`config.mk`:
```
export PLATFORM = sky130hd
export DESIGN_NAME = unordered_list_table_top
export DESIGN_NICKNAME = d
export VERILOG_FILES = /design/src/sv/ult_pkg.sv /design/src/sv/ult_cell.sv /design/src/sv/unordered_list_table_top.sv
export SDC_FILE = /design/constraint.sdc
export NUM_CORES = 1
export LEC_CHECK = 0
export BUFFER_PORTS_ARGS = -buffer_cell sky130_fd_sc_hd__buf_4
export CORE_ASPECT_RATIO = 0.7
export CORE_MARGIN = 1
export CORE_UTILIZATION = 52
export DETAILED_ROUTE_END_ITERATION = 10
export PLACE_DENSITY = 0.66
export RECOVER_POWER = 50
export SLEW_MARGIN = 20
export SYNTH_ARGS = -nofsm -noshare
export SYNTH_HDL_FRONTEND = slang
export SYNTH_HIERARCHICAL = 1
export SYNTH_SLANG_ARGS = --single-unit
export TNS_END_PERCENT = 20
```
`constraint.sdc`:
```
create_clock -name clk_i -period 11.9 [get_ports clk_i]
set_clock_uncertainty 0.05 [all_clocks]
set_input_delay 2.975 -clock clk_i [delete_from_list [all_inputs] [get_ports clk_i]]
set_output_delay 2.975 -clock clk_i [all_outputs]
set_load 0.05 [all_outputs]
```
`src/sv/ult_pkg.sv`:
```
`timescale 1ns / 1ps
// ----------------------------------------------------------------------------
// ult_pkg: shared types and constants of the unordered list table
// Holds the table depth, operation and status codes, request and response
// structs, the cell control struct and the controller states.
// ----------------------------------------------------------------------------
package ult_pkg;

  // table geometry
  localparam int unsigned Depth       = 16;
  localparam int unsigned CntW        = $clog2(Depth + 1);
  localparam int unsigned DataW       = 32;
  localparam int unsigned EntryCountW = 5;

  // operation codes, code 3 is a no-op
  typedef enum logic [1:0] {
    FUNC_APPEND = 2'd0,
    FUNC_SEARCH = 2'd1,
    FUNC_DELETE = 2'd2
  } ult_func_e;

  // response status codes
  typedef enum logic [1:0] {
    STAT_OK      = 2'd0,
    STAT_FULL    = 2'd1,
    STAT_MISSING = 2'd2
  } ult_status_e;

  // controller states
  typedef enum logic {
    ST_IDLE = 1'b0,
    ST_EXEC = 1'b1
  } ult_state_e;

  // one request
  typedef struct packed {
    ult_func_e               func;
    logic signed [DataW-1:0] value;
  } ult_req_t;

  // one response
  typedef struct packed {
    logic                   found;
    ult_status_e            status;
    logic [EntryCountW-1:0] entry_count;
  } ult_rsp_t;

  // control broadcast to every cell
  typedef struct packed {
    logic cmp;   // latch compare against incoming value
    logic app;   // commit an append
    logic del;   // commit a delete with a match
  } ult_cell_ctl_t;

endpackage

```
`src/sv/ult_cell.sv`:
```
`timescale 1ns / 1ps
// ----------------------------------------------------------------------------
// ult_cell: one entry of the list table
// Holds one stored word, latches its own compare result, passes a running
// match flag to the next cell and takes its upper neighbor's word on delete.
// ----------------------------------------------------------------------------
module ult_cell import ult_pkg::*; (
  input  logic                    clk_i,
  input  logic                    rst_ni,
  input  ult_cell_ctl_t           ctl_i,
  input  logic signed [DataW-1:0] value_i,
  input  logic                    valid_i,     // entry lies below the count
  input  logic                    wr_sel_i,    // entry is the append slot
  input  logic signed [DataW-1:0] nbr_data_i,  // word of the next cell up
  input  logic                    hit_prev_i,  // a lower cell matched
  output logic signed [DataW-1:0] data_o,
  output logic                    hit_chain_o  // this or a lower cell matched
);

  logic signed [DataW-1:0] data_q;
  logic                    hit_q;

  // compare result, latched when a request is taken
  always_ff @(posedge clk_i or negedge rst_ni) begin
    if (!rst_ni) begin
      hit_q <= 1'b0;
    end else if (ctl_i.cmp) begin
      hit_q <= valid_i && (data_q == value_i);
    end
  end

  // running first-match flag
  assign hit_chain_o = hit_prev_i | hit_q;

  // stored word: append write or shift down past the deleted entry
  always_ff @(posedge clk_i) begin
    if (ctl_i.app && wr_sel_i) begin
      data_q <= value_i;
    end else if (ctl_i.del && hit_chain_o) begin
      data_q <= nbr_data_i;
    end
  end

  assign data_o = data_q;

endmodule

```
`src/sv/unordered_list_table_top.sv`:
```
`timescale 1ns / 1ps
// ----------------------------------------------------------------------------
// unordered_list_table_top: unsorted list of signed words with a count
// Append, search and delete-first-match over a row of entry cells.
// ----------------------------------------------------------------------------
// A request is taken in ST_IDLE, and at the edge that takes it every cell
// compares its word with the request value and latches the result. In
// ST_EXEC the running match flag ripples through the row of cells, the
// first matching cell and those past it take their upper neighbor's word,
// an append writes the slot at the count, and the response is loaded into
// the output register. A new request is taken once the previous one has
// committed, even while its response still waits; the commit of a request
// waits while the output register holds a response that is stalled.
// ----------------------------------------------------------------------------
module unordered_list_table_top import ult_pkg::*; (
  input  logic     clk_i,
  input  logic     rst_ni,
  input  logic     in_valid_i,
  output logic     in_stall_o,
  input  ult_req_t in_req_i,
  output logic     out_valid_o,
  input  logic     out_stall_i,
  output ult_rsp_t out_rsp_o
);

  ult_state_e              state_q, state_d;
  ult_req_t                req_q;
  logic [CntW-1:0]         count_q, count_d;
  logic                    out_valid_q, out_valid_d;
  ult_rsp_t                rsp_q, rsp_d;
  logic                    accept;
  logic                    commit;
  logic                    any_hit;
  ult_cell_ctl_t           ctl;
  logic signed [DataW-1:0] cell_value;

  logic signed [DataW-1:0] cell_data [Depth];
  logic                    hit_chain [Depth];

  assign in_stall_o = (state_q != ST_IDLE);
  assign accept     = in_valid_i && !in_stall_o;
  assign any_hit    = hit_chain[Depth-1];

  // value broadcast: incoming value on compare, held value on commit
  assign cell_value = accept ? in_req_i.value : req_q.value;

  // request holding register
  always_ff @(posedge clk_i) begin
    if (accept) begin
      req_q <= in_req_i;
    end
  end

  // state, count and output registers
  always_ff @(posedge clk_i or negedge rst_ni) begin
    if (!rst_ni) begin
      state_q     <= ST_IDLE;
      count_q     <= '0;
      out_valid_q <= 1'b0;
    end else begin
      state_q     <= state_d;
      count_q     <= count_d;
      out_valid_q <= out_valid_d;
    end
  end

  always_ff @(posedge clk_i) begin
    if (commit) begin
      rsp_q <= rsp_d;
    end
  end

  // next state, cell control and response
  always_comb begin
    state_d     = state_q;
    count_d     = count_q;
    commit      = 1'b0;
    ctl         = '0;
    ctl.cmp     = accept;
    rsp_d       = '0;
    rsp_d.status = STAT_OK;
    out_valid_d = out_valid_q && out_stall_i;
    unique case (state_q)
      ST_IDLE: begin
        if (accept) begin
          state_d = ST_EXEC;
        end
      end
      ST_EXEC: begin
        if (!out_valid_q || !out_stall_i) begin
          commit      = 1'b1;
          out_valid_d = 1'b1;
          state_d     = ST_IDLE;
          case (req_q.func)
            FUNC_APPEND: begin
              if (count_q >= CntW'(Depth)) begin
                rsp_d.status = STAT_FULL;
              end else begin
                ctl.app = 1'b1;
                count_d = count_q + CntW'(1);
              end
            end
            FUNC_SEARCH: begin
              rsp_d.found = any_hit;
              if (!any_hit) begin
                rsp_d.status = STAT_MISSING;
              end
            end
            FUNC_DELETE: begin
              rsp_d.found = any_hit;
              if (any_hit) begin
                ctl.del = 1'b1;
                count_d = count_q - CntW'(1);
              end else begin
                rsp_d.status = STAT_MISSING;
              end
            end
            default: begin
            end
          endcase
          rsp_d.entry_count = EntryCountW'(count_d);
        end
      end
      default: begin
        state_d = ST_IDLE;
      end
    endcase
  end

  // row of entry cells
  for (genvar i = 0; i < Depth; i++) begin : g_cell
    logic signed [DataW-1:0] nbr_data;
    logic                    hit_prev;

    if (i == Depth - 1) begin : g_last
      assign nbr_data = cell_data[i];
    end else begin : g_mid
      assign nbr_data = cell_data[i+1];
    end

    if (i == 0) begin : g_first
      assign hit_prev = 1'b0;
    end else begin : g_rest
      assign hit_prev = hit_chain[i-1];
    end

    ult_cell u_cell (
      .clk_i       (clk_i),
      .rst_ni      (rst_ni),
      .ctl_i       (ctl),
      .value_i     (cell_value),
      .valid_i     (count_q > CntW'(i)),
      .wr_sel_i    (count_q == CntW'(i)),
      .nbr_data_i  (nbr_data),
      .hit_prev_i  (hit_prev),
      .data_o      (cell_data[i]),
      .hit_chain_o (hit_chain[i])
    );
  end

  assign out_valid_o = out_valid_q;
  assign out_rsp_o   = rsp_q;

endmodule

```
; ---- Word level (Yosys, flattened, before mapping)
; Index checks and enable logic that the tools add are counted.
; Widths: inputs -> output; s select.
[classes]
muxes = 50
n_addsub = 2
bitwise = 16
n_reduce_logical = 73
eq_ne = 33
order_cmp = 17
[op_table]
columns = operator, count
row1 = $mux 32, 31
row2 = $eq 32x32->1, 16
row3 = $logic_and 1x1->1, 49
row4 = $eq 5x4->1 const B, 8
row5 = $gt 5x4->1 const B, 8
row6 = $reduce_bool 2->1, 15
row7 = $eq 5x3->1 const B, 4
row8 = $gt 5x3->1 const B, 4
row9 = $or 1x1->1, 15
row10 = $mux 1, 11
row11 = $eq 5x2->1 const B, 2
row12 = $gt 5x1->1 const B, 2
row13 = $gt 5x2->1 const B, 2
row14 = $mux 5, 2
row15 = $pmux 5 s2, 1
row16 = $mux 2, 3
row17 = $add 5x1->5 const B, 1
row18 = $eq 5x1->1 const B, 1
row19 = $ge 5x5->1 const B, 1
row20 = $logic_not 5->1, 1
row21 = $sub 5x1->5 const B, 1
row22 = $pmux 2 s2, 1
row23 = $logic_not 1->1, 3
row24 = $reduce_and 3->1, 1
row25 = 8 further kinds, 8
[totals]
inputBits = 38
wordCells = 231
regBits = 577

; ---- Longest topological paths before layout
[depth]
ltp_word = 22
depth_mapped = 20
depth_no_buf = 20

; ---- Cells and area by module
; Netlist, hierarchy kept.
[by_module_without_submodules]
columns = mod, n_inst, area_per_inst_um2, cells_per_inst, seq_area_each_um2
row1 = ult_cell, 16, 1740.4, 117, 985.9
row2 = unordered_list_table_top, 1, 2592.5, 216, 1436.4

; ---- Worst setup path before layout
; Ideal clock, no wire load.
[synth_path]
path_type = flip-flop to flip-flop
from = reg g_cell[0].u_cell.hit_q
to = reg g_cell[0].u_cell.data_q[0], enable pin
arrival_ns = 5.766
path_slack_ns = 5.605
required_time_ns = 11.370
path_stages_with_launch = 21
synth_period_minus_slack_ns = 6.295
cell_sequence = dfrtp_1 > or2_2 > or2_2 > or2_2 > or2_2 > or2_2 > or2_2 > or2_2 > or2_2 > or2_2 > or2_2 > or2_2 > or2_2 > or2_2 > or2_2 > or2_2 > or2_2 > nand2_1 > nor2_1 > nand2_1 > nand2_1
[synth_lines]
columns = item, line_no
row1 = start: declaration, ult_cell.sv:21  ; logic hit_q;
row2 = start signal: assignment, ult_cell.sv:28  ; hit_q <= valid_i && (data_q == value_i);
row3 = end signal: assignment, ult_cell.sv:38  ; data_q <= value_i;
row4 = end signal: assignment, ult_cell.sv:40  ; data_q <= nbr_data_i;
row5 = end: declaration, ult_cell.sv:20  ; logic signed [DataW-1:0] data_q;

; ---- Worst setup path after layout
[layout_path]
from = in in_valid_i
to = reg g_cell[8].u_cell.hit_q
[layout_between]
elab_chain_len = 4
[layout_lines]
columns = item, line_no
row1 = start: declaration, unordered_list_table_top.sv:18  ; input logic in_valid_i,
row2 = $logic_and 1x1->1, unordered_list_table_top.sv:41  ; assign accept = in_valid_i && !in_stall_o;
row3 = $mux 32, unordered_list_table_top.sv:45  ; assign cell_value = accept ? in_req_i.value : req_q.value;
row4 = net cell_value[0], unordered_list_table_top.sv:35  ; logic signed [DataW-1:0] cell_value;
row5 = $eq 32x32->1, ult_cell.sv:28
row6 = $logic_and 1x1->1, ult_cell.sv:28
row7 = end signal: assignment, ult_cell.sv:28
row8 = end: declaration, ult_cell.sv:21
; The timed path passes the listed nets, and every way through them passes these cells.
; A chain may end at the register's enable or synchronous reset.

==> out/metrics.yaml <==
cts:
  cts_root_buffer: "clkbuf_16"
  clk_latency_ns: 0.62
  clock_sinks: 577
  cts_tree: "built"
  postCtsHoldBufs: 0
  cts_resized: 0
  postCtsSetupBuffers: 0
  clkTransAtPathRegs_ns: 0.07
  htreeDepth: 2
  ctsLongestPathBuffers: 3
  cts_made_buffers: 57
global_routing:
  grt.total_usage_pct: 22.44
  grt_max_degree: 54
  grtUsageMet3_pct: 3.121
  grt_pass1_vias: 17350
  grt_use_met1_pct: 33.04
  grt_overflow: 0
  antenna_found_initial: 1
  grt_pass1_wl_microns: 103400
  use_met2_pct: 34.99
  top_usage_layer: "met2"
synth:
  synth-edff-count: 554
  synth_compound_area_share_pct: 1.373
  synth-main-ff-cell: "edfxtp_1"
  syn_nets: 2134
  synth_top_area_cell: "edfxtp_1"
  async_flop_share_pct: 3.986
  syn-cell-area_sq_um: 30440
  ys_top_cells_by_area: "edfxtp_1, mux2_2, xor2_1"
  synth-simple-area-share_pct: 5.697
  synth_xor_xnor_area_share_pct: 14.79
  synthDistinctLibCells: 46
  ys_seq_elements: 577
  synth_top_family_by_area: "multiplexers"
  seq_area_frac_synth_pct: 56.54
  yosys_warnings: 6
  synth_fa_ha_area_share_pct: 0.3288
  synthMuxAreaShare_pct: 20.12
  netlist.area_leader.share_pct: 54.65
  synth_area_per_cell_sq_um: 14.58
  syn_inst: 2088
detailed_routing:
  via_per_inst: 5.743
  avgRoutedWirePerCell_microns: 22.18
  vias: 17030
  drcViolationCount: 0
  first_iter_violations: 1047
  ant_nets: 0
  routed_wl_microns: 65790
  dr.pass1.iters: 5
pwr:
  total_power_uw: 4790
  seqPwrFrac_pct: 48.6
  powerDensity_nw_per_um2: 142.8
  total_leakage_power_uw: 0.01131
  p_int_uw: 3553
  p_sw_uw: 1237
  p_sw_share_pct: 25.82
  power_frac_comb_pct: 13.6
  ir_drop_v: 0.0001054
  clkPwrFrac_pct: 37.8
worst_setup_path:
  r2r_setup_slack_ns: 5.22
  endpoint_kind: "flop"
  worstSetupPathType: "in -> reg"
  critPathMaxFanout: 53
  cp.required_ns: 12.39
  arrival_ns: 8.80
  start_kind: "input pin"
timing:
  hold_violations: 0
  timing.slew.headroom_pct: -71.02
  tns_ns: 0
  setup_viol: 0
  holdWs_ns: 0.4963
  fmax_mhz: 120.4
  grt_setup_unrepaired: "no"
  drv_slew: 705
  period_needed_ns: 8.305
  period_share_pct: 69.79
  worst_pin_slew_ns: 2.565
placed_design:
  io_buffers: 47
  placed_cell_area_sq_um: 31810
  gp_congestion: 0.8149
  dpl.hpwl_microns: 44950
  place_inst: 2865
layout:
  final_area_sq_um: 33540
  antennaDiodeCount: 0
  area_delta_synth_final_pct: 10.17
  stdcell_count: 2966
  finalNetCount: 2220
  drive_gt1_share_pct: 31.50
die:
  placementRows: 73
  ios: 48
  fp.dieH_microns: 204.4
  core_sq_um: 57270
  fp.dieArea_sq_um: 59520
  die_w_microns: 291.2
  start_util_pct: 53.15
run_status:
  violations: "capacitance limit, slew limit"
  status: "finished, violations left"
job:
  cap_violations: 21
hold_path:
  worstHoldPathType: "reg -> reg"
-- per-stage QoR --
stage               setup slack (ns)  util [%]
CTS                            5.265     58.77
finish                         3.595     58.56
floorplan                      5.605         -
global route                   3.188     58.56
detailed placement             5.046     55.54
global placement               5.145     55.54
-- cell families after synthesis --
kind of cell               after synthesis
and+or+nand+nor                        307
adders and majority gates                8
buffers and inverters                   88
other                                    1
muxes                                  544
DFF                                    577
AOI/OAI and AO/OA                       49
xor gates and xnor gates               514
-- critical path, cell delays in order --
cell      delay, ns
clkbuf_4       0.09
nor2b_2        0.11
clkbuf_1       1.82
mux2_2         0.45
clkbuf_1       1.47
xor2_1         0.15
nor4_1         0.62
nand4_1        0.33
or4_1          0.60
o22ai_2        0.11
-- sequential cells by signal (all words and copies together), names as in the netlist --
name and flops:
in_stall_o 1, g_cell.u_cell/hit_q 16, count_q 5, req_q 34
g_cell.u_cell/data_o 512, out_rsp_o 8, out_valid_o 1
-- synth_stat cells (3+ instances only) --
| master | number |
|---|---|
| a21oi_1 | 5 |
| and3_1 | 9 |
| buf_1 | 48 |
| buf_2 | 11 |
| clkbuf_1 | 3 |
| dfrtp_1 | 23 |
| edfxtp_1 | 554 |
| ha_1 | 8 |
| inv_1 | 25 |
| mux2_2 | 544 |
| nand2_1 | 69 |
| nand2b_1 | 4 |
| nand3_1 | 20 |
| nand4_1 | 64 |
| nor2_1 | 11 |
| nor2b_1 | 3 |
| nor3_1 | 8 |
| nor4_1 | 81 |
| o21ai_0 | 9 |
| o22ai_2 | 16 |
| or2_2 | 16 |
| or4_1 | 16 |
| xnor2_1 | 194 |
| xor2_1 | 320 |
-- layer usage --
layer	wire (microns)	vias up
met5	9	-
met4	1418	2
met3	3068	92
met2	29180	369
met1	32120	8508
li1	-	8063
-- area by class of cell --
class	count	area, sq um
Fill cell	4567	23730
Timing Repair Buffer	89	551.8
Clock buffer	68	1498
Tap cell	750	938.4
Inverter	26	97.59
Sequential cell	577	17210
Clock inverter	33	347.8
Multi-Input combinational cell	1423	12890
-- placed cells by master (no fill, tap or decap), drive strengths merged, types with 2 or more instances in the layout --
cell type,count
clkbuf,124
inv,29
clkinv,22
o211ai,2
bufinv,7
mux2,544
nand2b,4
xnor2,194
nand4,64
a211oi,2
or4,16
a22oi,2
buf,33
xor2,320
and3,9
and2,2
nor4,81
o21ai,11
nand2,69
nor2b,3
edfxtp,554
o22ai,17
a21oi,5
nand3,20
a31oi,2
nor2,11
or2,16
ha,8
dfrtp,23
nor3,8
-- final timing paths --
kind,cells past startpoint,to,start
max,10,g_cell[8].u_cell/hit_q,in_valid_i
min,2,g_cell[7].u_cell/hit_q,g_cell[7].u_cell/hit_q
max reg2reg,21,g_cell[10].u_cell/data_o[2],g_cell[0].u_cell/hit_q
min reg2reg,2,g_cell[7].u_cell/hit_q,g_cell[7].u_cell/hit_q
max in group asynchronous,1,g_cell[7].u_cell/hit_q,rst_ni
min in group asynchronous,1,g_cell[8].u_cell/hit_q,rst_ni
-- power by group through the flow --
stage,Clock [uW],Sequential (uW),Combinational [uW]
after floorplan,0,2370,461
after global placement,0,2370,655
after detailed placement,0,2370,661
after CTS,1850,2330,664
after global routing,1920,2330,711
final,1810,2330,653
Power figures use the tool's default switching activity.
